[config.mk]
export PLATFORM = sky130hd
export DESIGN_NAME = rau_mul
export DESIGN_NICKNAME = d
export VERILOG_FILES = /design/src/rtl/core/rational_arith_unit_assert.svh /design/src/rtl/core/rau_mul.sv
export SDC_FILE = /design/constraint.sdc
export NUM_CORES = 2
export LEC_CHECK = 0
export ABC_AREA = 1
export BUFFER_PORTS_ARGS = -buffer_cell sky130_fd_sc_hd__buf_4
export CAP_MARGIN = 20
export CORE_MARGIN = 1
export CORE_UTILIZATION = 55
export CTS_CLUSTER_DIAMETER = 30
export CTS_CLUSTER_SIZE = 28
export DETAILED_ROUTE_END_ITERATION = 8
export PLACE_DENSITY = 0.72
export SLEW_MARGIN = 20
export SYNTH_ARGS = -nofsm -noshare
export SYNTH_HDL_FRONTEND = slang
export SYNTH_SLANG_ARGS = --single-unit
[constraint.sdc]
create_clock -name clk -period 10.6 [get_ports clk]
set_input_delay 1.59 -clock clk [delete_from_list [all_inputs] [get_ports clk]]
set_output_delay 1.59 -clock clk [all_outputs]
set_load 0.1 [all_outputs]
[src/rtl/core/rational_arith_unit_assert.svh]
// Assertion macros used by the rational arithmetic unit top level.
`ifndef RATIONAL_ARITH_UNIT_ASSERT_SVH
`define RATIONAL_ARITH_UNIT_ASSERT_SVH
// Property check, disabled while in reset.
`define RAU_ASSERT(lbl, prop, msg) \
  lbl: assert property (@(posedge clk) disable iff (!rst_n) prop) else $error(msg);
// Next-cycle check, disabled while in reset.
`define RAU_ASSERT_NEXT(lbl, pre, post, msg) \
  lbl: assert property (@(posedge clk) disable iff (!rst_n) (pre) |=> (post)) else $error(msg);
`endif

[src/rtl/core/rau_mul.sv]
// Registered signed multiplier shared by all product steps.
module rau_mul #(
  parameter int W = 32
) (
  input  logic                  clk,
  input  logic signed [W-1:0]   x,
  input  logic signed [W-1:0]   y,
  output logic signed [2*W-1:0] prod
);
  logic signed [2*W-1:0] prod_r;

  always_ff @(posedge clk) begin
    prod_r <= x * y;
  end

  assign prod = prod_r;
endmodule

==> summary.md <==
| Metric | Value |
|---|---|
| # DRC | `0` |
| Final setup violation count | `0` |
| CTS Hold Bufs | `0` |
| Nets | `~6400` |
| Core area | `between 70000 and 80000 µm²` |
| Clock root buffer | `clkbuf_16` |
| Post-synth top cells | `inv_1 (1692), nand2_1 (1504), fa_1 (1082), clkbuf_1 (192), ha_1 (184)` |
| Synth area leaders | `fa_1 (54%), inv_1 (16%), nand2_1 (14%)` |
| Drt pass-1 iters | `5` |
| Die height | `272 µm` |
| Share of cells above drive strength 1 | `0.0447` |
| Multiplexer share of the synthesized area | `0` |
| Delay-heaviest family, CP | `adder cells` |
| HPWL after DPL | `slightly above 90000 µm` |
| GR Util All Layers | `0.307` |
| Clock buffer count from CTS | `9` |
| Post-synth EDFFs | `0` |
| Synth Area in Simple Gates | `0.175` |
| Post-CTS Resized | `0` |
| Routability cong. | `about 0.98` |
| Post-CTS Setup Repair Bufs | `0` |
| Fin cells | `6028` |
| Tightest Pin Transition | `approximately 700 ps` |
| Synth async-reset ratio | `0` |
| Io pins | `between 100 and 150` |
| Max cap viols | `0` |
| Worst-path clk slew | `~60 ps` |
| CP max FO | `32` |
| Mapped Nets | `approximately 6500` |
| Via density | `~5.1` |
| Grt total ovfl | `0` |
| Max-slew headroom | `0.538` |
| Largest net degree at the start of global routing | `33` |
| Cell taking the most area after synthesis | `fa_1` |
| First-pass GRT wire length | `178000 µm` |
| TritonCTS clock tree | `built` |
| Status | `complete, no violations` |
| Vias | `~31000` |
| Synth Area per Inst | `just under 8 µm²` |
| Flops & latches, synth | `64` |
| Vias in the first global route | `33502` |
| Clock sink total | `between 60 and 70` |
| Synth cell types | `27` |
| Total wire length | `~110000 µm` |
| Placed Cells | `6012` |
| Setup CP Type | `input pin to flop` |
| Max Slew Vio Count | `0` |
| DRT iter0 DRCs | `2491` |
| Adder-Cell Fraction of Synth Area | `0.596` |
| DR WL/cell | `roughly 18 µm` |
| Crit-path slowest cell | `fa_1` |
| Highest Clock Rate | `roughly 110 MHz` |
| RSZ-0062 raised after global routing | `false` |
| Worst setup SP type | `input pin` |
| Die X | `between 200 and 300 µm` |
| Buffers on Ports | `128` |
| Post-synthesis sequential area ratio | `0.0319` |
| Worst Path Buf+Inv | `8` |
| Synth top area share | `0.539` |
| Post-route ant nets | `0` |
| Synthesized-area fraction occupied by xor and xnor cells | `0.00741` |
| Critical Path AT | `between 9000 and 10000 ps` |
| Most used DFF post-synth | `dfxtp_1` |
| Setup TNS | `0 ps` |
| Mapped cell area | `slightly above 40000 µm²` |
| Clock period minus worst slack | `between 8000 and 9000 ps` |
| Row count | `98` |
| Final period util | `0.846` |
| Largest register FFs | `64` |
| FILL cells | `between 6000 and 7000` |
| Crit. End Element | `flop` |
| Crit path largest cell delay | `slightly below 900 ps` |
| CTS H-tree depth | `3` |
| Area delta synth->final | `4.33%` |
| Hold Crit Class | `input pin to flop` |
| Cell with the most instances on the worst path | `fa_1` |
| Most instantiated library cell after synthesis | `inv_1` |
| Compound-Gate Fraction of Synth Area | `0.0126` |
| Syn Inst Count | `~5000` |
| Fin. Hold Viols | `0` |
| WP data required | `~11000 ps` |
| Clock Tree Buf Depth | `2` |
| Warnings, synthesis | `0` |
| Die area | `74200 µm²` |
| Initial core utilization | `0.560` |
| Initial antenna violation count | `5` |
| Largest family of logic cells by synthesized area | `adder cells` |
==> final cells by class <==
cell class	count	area, µm²	share of cell area
timing repair buffer	130	976	0.0233
sequential	64	1280	0.0305
multi-input combinational	3168	31800	0.759
tap	950	1190	0.0283
clock buffer	10	239	0.00570
antenna	1	2.50	0.0000597
inverter	1700	6380	0.152
clock inverter	5	56.3	0.00134
==> cells by family after synthesis <==
logic type,after synthesis
AND/OR/NAND/NOR,1773
XOR/XNOR,34
flip-flops,64
AO/OA/AOI/OAI,95
buffers and inverters,1892
adder cells (fa/ha/maj),1266
==> metrics by stage <==
step / utilization / cell area (µm²) / hold WS (ps) / setup slack (ps)
2_1_floorplan: - / 40200 / 1690 / 2370
3_3_place_gp: 0.580 / 41600 / 2010 / 1470
3_5_place_dp: 0.580 / 41600 / 2010 / 1320
4_1_cts: 0.584 / 41900 / 1650 / 1630
5_1_grt: 0.584 / 41900 / 1710 / 1090
6_report: 0.584 / 41900 / 1660 / 1630
==> cell usage in the layout, fill, tap and decap left out, types with 7 or more instances in the layout <==
master,instances
inv_1,1692
o21bai_1,8
clkbuf_16,9
fa_1,1082
nor2_1,93
ha_1,184
nand3_1,73
nand2_1,1504
nor3_1,11
nor2_2,31
o21ai_0,17
buf_4,130
inv_2,8
nand4_1,13
a21oi_1,62
dfxtp_1,64
nand2_2,21
xor2_1,31
or2_2,7
==> path summary, 6_finish.rpt <==
path,from,to,cells past startpoint,slack [ps]
worst min-delay path,y[0],prod[0],3,1660
worst max-delay path,x[31],prod[61],28,1630
==> per-layer routing <==
layer  vias up  GRT usage  wire length, µm
met5         -          0               34
met2      1254      0.518            52800
met1     15694      0.426            43600
met4         6     0.0679             2240
li1      13817          -                -
met3       166     0.0386             8090
Power is left out: the tool's default activity adds up to more than one toggle a clock period on the data nets, which glitch-free logic cannot reach.
