## src/rtl/core/rational_arith_unit_assert.svh

```systemverilog
// Assertion macros used by the rational arithmetic unit top level.
`ifndef RATIONAL_ARITH_UNIT_ASSERT_SVH
`define RATIONAL_ARITH_UNIT_ASSERT_SVH
// Property check, disabled while in reset.
`define RAU_ASSERT(lbl, prop, msg) \
  lbl: assert property (@(posedge clk) disable iff (!rst_n) prop) else $error(msg);
// Next-cycle check, disabled while in reset.
`define RAU_ASSERT_NEXT(lbl, pre, post, msg) \
  lbl: assert property (@(posedge clk) disable iff (!rst_n) (pre) |=> (post)) else $error(msg);
`endif

```

## src/rtl/core/rau_pkg.sv

```systemverilog
// Types and constants of the rational arithmetic unit.
package rau_pkg;
  localparam int VAL_W = 64;
  localparam int CNT_W = 6;
  localparam int FIELD_W = 32;

  typedef enum logic [2:0] {
    CMD_ADD  = 3'd0,
    CMD_SUB  = 3'd1,
    CMD_MUL  = 3'd2,
    CMD_CMP  = 3'd3,
    CMD_NORM = 3'd4
  } cmd_t;

  localparam logic [1:0] ORD_EQ   = 2'b00;
  localparam logic [1:0] ORD_GT   = 2'b01;
  localparam logic [1:0] ORD_LT   = 2'b11;

  typedef enum logic [3:0] {
    ST_IDLE,
    ST_MUL0,
    ST_MUL1,
    ST_MUL2,
    ST_MUL3,
    ST_EVAL,
    ST_GCD,
    ST_DIV_NUM,
    ST_DIV_DEN,
    ST_DONE
  } st_t;
endpackage

```

## src/rtl/core/rau_div.sv

```systemverilog
// Restoring divider: one quotient bit per cycle.
module rau_div (
  input  logic                      clk,
  input  logic                      rst_n,
  input  logic                      start,
  input  logic [rau_pkg::VAL_W-1:0] dividend,
  input  logic [rau_pkg::VAL_W-1:0] divisor,
  output logic                      done,
  output logic [rau_pkg::VAL_W-1:0] quo
);
  logic [rau_pkg::VAL_W-1:0] rem_r, quo_r, dvs_r, rem_sh, rem_nxt, quo_nxt;
  logic [rau_pkg::CNT_W-1:0] cnt_r;
  logic                      busy_r, done_r, ge;

  assign rem_sh  = {rem_r[rau_pkg::VAL_W-2:0], quo_r[rau_pkg::VAL_W-1]};
  assign ge      = (rem_sh >= dvs_r);
  assign rem_nxt = ge ? (rem_sh - dvs_r) : rem_sh;
  assign quo_nxt = {quo_r[rau_pkg::VAL_W-2:0], ge};

  always_ff @(posedge clk) begin
    if (start) begin
      rem_r <= '0;
      quo_r <= dividend;
      dvs_r <= divisor;
    end else if (busy_r) begin
      rem_r <= rem_nxt;
      quo_r <= quo_nxt;
    end
  end

  always_ff @(posedge clk) begin
    if (!rst_n) begin
      busy_r <= 1'b0;
      done_r <= 1'b0;
      cnt_r  <= '0;
    end else begin
      done_r <= 1'b0;
      if (start) begin
        busy_r <= 1'b1;
        cnt_r  <= '0;
      end else if (busy_r) begin
        cnt_r <= cnt_r + 1'b1;
        if (cnt_r == {rau_pkg::CNT_W{1'b1}}) begin
          busy_r <= 1'b0;
          done_r <= 1'b1;
        end
      end
    end
  end

  assign done = done_r;
  assign quo  = quo_r;
endmodule

```

## config.mk

```make
export PLATFORM = sky130hd
export DESIGN_NAME = rau_div
export DESIGN_NICKNAME = d
export VERILOG_FILES = /design/src/rtl/core/rational_arith_unit_assert.svh /design/src/rtl/core/rau_pkg.sv /design/src/rtl/core/rau_div.sv
export SDC_FILE = /design/constraint.sdc
export NUM_CORES = 1
export LEC_CHECK = 0
export BUFFER_PORTS_ARGS = -buffer_cell sky130_fd_sc_hd__buf_2
export CORE_MARGIN = 4
export CORE_UTILIZATION = 50
export DETAILED_ROUTE_END_ITERATION = 7
export HOLD_SLACK_MARGIN = 0.08
export PLACE_DENSITY = 0.8
export SYNTH_ARGS = -nofsm -noshare
export SYNTH_HDL_FRONTEND = slang
export SYNTH_SLANG_ARGS = --single-unit
```

## constraint.sdc

```tcl
create_clock -name clk -period 4.59 [get_ports clk]
set_input_delay 0.6885 -clock clk [delete_from_list [all_inputs] [get_ports clk]]
set_output_delay 0.6885 -clock clk [all_outputs]
set_load 0.02 [all_outputs]
```

==> results list <==
- The multi-input combinational cells in the finished layout cover a total of 5910 um^2.
- Startpoint type of the worst setup path: register
- The analysis attributes to cell leakage a power of 0.00565 uW.
- By startpoint and endpoint, the worst setup path is classified as register to register.
- Tightest Hold Check Type: input port to register
- Clock input transition at the sequential cells of the worst setup and hold paths: 0.09 ns
- For this run, asynchronously set or reset flops after synthesis account for 0.
* Crit path largest cell delay: 0.55 ns
- Reg-to-reg setup timing slack: 0.76 ns
- Of the total power, the clock network draws 0.324.
- Post-DR wirelength/cell: 17.8 um
- The detail route stage leaves a number of antenna-violating nets equal to 0.
- CTS tree: done
- Via count: 9,556
* Pins over their slew limit: 0
* Crit. path cell count: 13
- From bottom edge to top edge, the die measures 161 um.
* Design internal power: 3250 uW
- The clock net in this run drives a total of 199 sinks.
- Critical hold path startpoint: divisor[6]
- In this run, synthesis inferred 128 flip-flops with an integrated enable.
- List of cells traversed by the critical path: inv_1 > ha_1 > fa_1 > nand2b_1 > a211oi_1 > o31ai_1 > o21ai_0 > o211ai_1 > a21oi_4 > buf_12 > nand2_2 > or4_1 > o32ai_1
* Die area: 26,100 um^2
- The critical path starts at quo[63]$_DFFE_PP_.
* Busiest grt layer: met2
- Among all flip-flop cells after synthesis, the most frequent one is edfxtp_1.
- In this run, placement finished with an instance count of 1,659.
- The pre-antenna-repair detailed-routing pass consisted of 8 iterations.
- Maximum number of pins on one net before global-route repair: 89
- Synthesized Nets: 1,406
* Number of buffers and inverters on the critical path: 2
- The number of gates resized after CTS was 0.
- The first global-routing pass estimated 49.1 mm of wire.
- The flow ran to the end, and the final reports show no timing, DRC or antenna violations.
* Endpoint kind of the worst setup timing path: register
* Required time worst endpoint: 4.94 ns
- Of the total power, the share spent switching nets is 0.324.
- Number of global-route vias before repair: 9,604
- Global routing usage on met2: 0.384
- The tool flagged a number of max-cap violations equal to 0.
* Logic pwr share: 0.226
- Endpoints failing setup: 0
- Detailed-route DRC error count: 0
- Max clock buf depth: 2
* Final period utilization: 0.835
* Setup slack after placement: 0.790 ns
* Top fanout value on the critical path: 68
- Antenna violations before repair: 2
- Sum Neg Setup Slack: 0 ns
- In the routed layout, each cell is associated on average with a via count of 5.65.
- In this run the critical register-to-register path is captured at rem_r[58]$_SDFFE_PP0P_.
- Cell at the root of the clock tree: clkbuf_16
- The total count of hold-check failures in the final report came to 0.
* Reg2Reg Launch Point: quo[63]$_DFFE_PP_
- For the worst-skew pair, the clock arrives at the later sink with an insertion delay of 0.45 ns.
- Post-layout net count: 1,562
- Number of hold buffers added after cts: 0
* Number of distinct library cells after synthesis: 66
- The worst path meets setup with 0.757 ns of slack.
* Global routing usage summed across all routing layers: 0.231
- STA puts the critical path data arrival time at 4.18 ns.
* Post-synthesis instance area: 11,800 um^2
- In this run, synthesis produced a sequential element count of 199.
* Detailed router's first-iteration violation count: 729
* Routed wire length: 30.1 mm
- Die extent in x: 161 um
* Core region area: 22,900 um^2
- Highest clock rate: 261 MHz
* Period minus WS final: 3.83 ns
* Depth of the worst register-to-register path: 13
* Number of inserted filler cells in the final layout: 1,939
- Share of final-layout standard cells stronger than drive strength 1: 0.224
* Setup repair after global routing missed its margin: no
- Clock skew: 0.0198 ns
* Slowest cell on crit path: or4_1
- The number of antenna diodes in the final layout is 0.
- Number of warnings reported in the yosys synthesis log: 0
- The worst-case IR drop observed on VDD is 248 uV.
- 196 I/O pins were placed.
* Quantity of I/O buffers inserted on ports: 195
- Hold Worst Slack: 0.407 ns
- End of the critical path: rem_r[58]$_SDFFE_PP0P_
- Worst max-slew margin expressed relative to the limit: 0.343
* Postcts setup bufs: 0
- Pwr/cell area: 355 nW/um^2
- FP Rows: 55
* GR Util met1: 0.297
- Mean Syn Cell Area: 9.73 um^2
- Measured slew at the worst slew-check pin: 0.983 ns
* DP HPWL: 22.4 mm
- For met3 alone, demand over resource in global routing was 0.0602.
- Highest-count cells in the layout ignoring fill and taps: 194 x buf_2, 128 x edfxtp_1, 121 x nor2_1
- Fraction of power consumed by sequential logic: 0.450
- For this configuration, the core starts out at a cell density of 0.514.
- Sum of overflow across all layers after global routing: 0
* Worst path top cell family by delay: compound AO/OA/AOI/OAI gates
- Commonest non-fill, non-tap cell in the layout: buf_2
* Global placer's final weighted congestion: 0.939
* Gate count of the mapped netlist: 1,209
- The finished layout holds 1,691 standard cells, fillers aside.
* Net switching power: 1560 uW
- Share of the yosys chip area belonging to registers: 0.447
* H-tree Lvls: 4
* Register area: 5270 um^2
- TritonCTS buffer count: 17
* Area grow syn2layout: 15.4%
-- cells in the mapped netlist (all sizes together), types with 26 or more instances --
| cell type | count | area, um^2 |
|---|---|---|
| inv | 91 | 342 |
| a211oi | 55 | 413 |
| dfxtp | 71 | 1420 |
| edfxtp | 128 | 3840 |
| nand2 | 88 | 333 |
| ha | 65 | 813 |
| o21ai | 54 | 270 |
| mux2i | 41 | 410 |
| xnor2 | 29 | 254 |
| mux2 | 64 | 721 |
| xor2 | 26 | 228 |
| nand4 | 26 | 163 |
| nor2 | 121 | 454 |
| a21oi | 107 | 539 |
| clkbuf | 48 | 181 |
-- cell type report --
cell class	count	share of cell area
Clock inverter	14	0.0138
Clock buffer	18	0.0316
Multi-Input combinational cell	855	0.435
Timing Repair Buffer	201	0.0775
Tap cell	313	0.0288
Inverter	91	0.0252
Sequential cell	199	0.388
-- power by group through the flow --
stage	logic, uW	registers [uW]	clock network [uW]
global placement	1060	2200	0
CTS	1080	2170	1580
finish	1090	2160	1560
floorplan	706	2250	0
detailed placement	1080	2200	0
global route	1210	2180	1660
-- cells by family (layout without fill, tap and decap cells) --
kind of cell,after synthesis,after routing,share of synthesized area
DFF,199,199,0.447
and+or+nand+nor,301,301,0.115
adders and majority gates,66,66,0.0708
AOI/OAI and AO/OA,328,328,0.179
xor gates and xnor gates,55,55,0.0409
muxes,105,105,0.0961
buffers and inverters,155,324,0.0513
-- per-stage QoR --
stage	total power (uW)	cell area, um^2	utilization
2_1_floorplan	2960	11800	-
3_5_place_dp	3280	13000	0.566
6_report	4820	13600	0.593
3_3_place_gp	3260	13000	0.566
5_1_grt	5050	13600	0.593
4_1_cts	4830	13600	0.593
-- worst reg2reg max path, cell delays in order (launching register included) --
cell      delay, ns
edfxtp_1       0.38
inv_1          0.06
ha_1           0.23
fa_1           0.42
nand2b_1       0.19
a211oi_1       0.33
o31ai_1        0.19
o21ai_0        0.26
o211ai_1       0.16
a21oi_4        0.20
buf_12         0.38
nand2_2        0.20
or4_1          0.55
o32ai_1        0.22
-- sequential cells by signal (all words and copies together) (netlist names) --
register / flops
rem_r: 63
busy_r: 1
cnt_r: 6
dvs_r: 64
done: 1
quo: 64
-- worst min-delay path by stage --
stage                     cells past startpoint                      to  slack, ns
after floorplan                               2   cnt_r[5]$_SDFFE_PP0P_       0.45
after global placement                        2   cnt_r[5]$_SDFFE_PP0P_       0.46
after detailed placement                      2  rem_r[26]$_SDFFE_PP0P_       0.49
after CTS                                     1      dvs_r[6]$_DFFE_PP_       0.39
after global routing                          1      dvs_r[5]$_DFFE_PP_       0.38
final                                         1      dvs_r[6]$_DFFE_PP_       0.41
-- layer usage --
metal,part of all wire,vias up
met5,0.00043,-
met4,0.023,2
met3,0.070,42
met2,0.47,314
met1,0.43,4470
li1,-,4728
(Power assumes the default switching activity.)
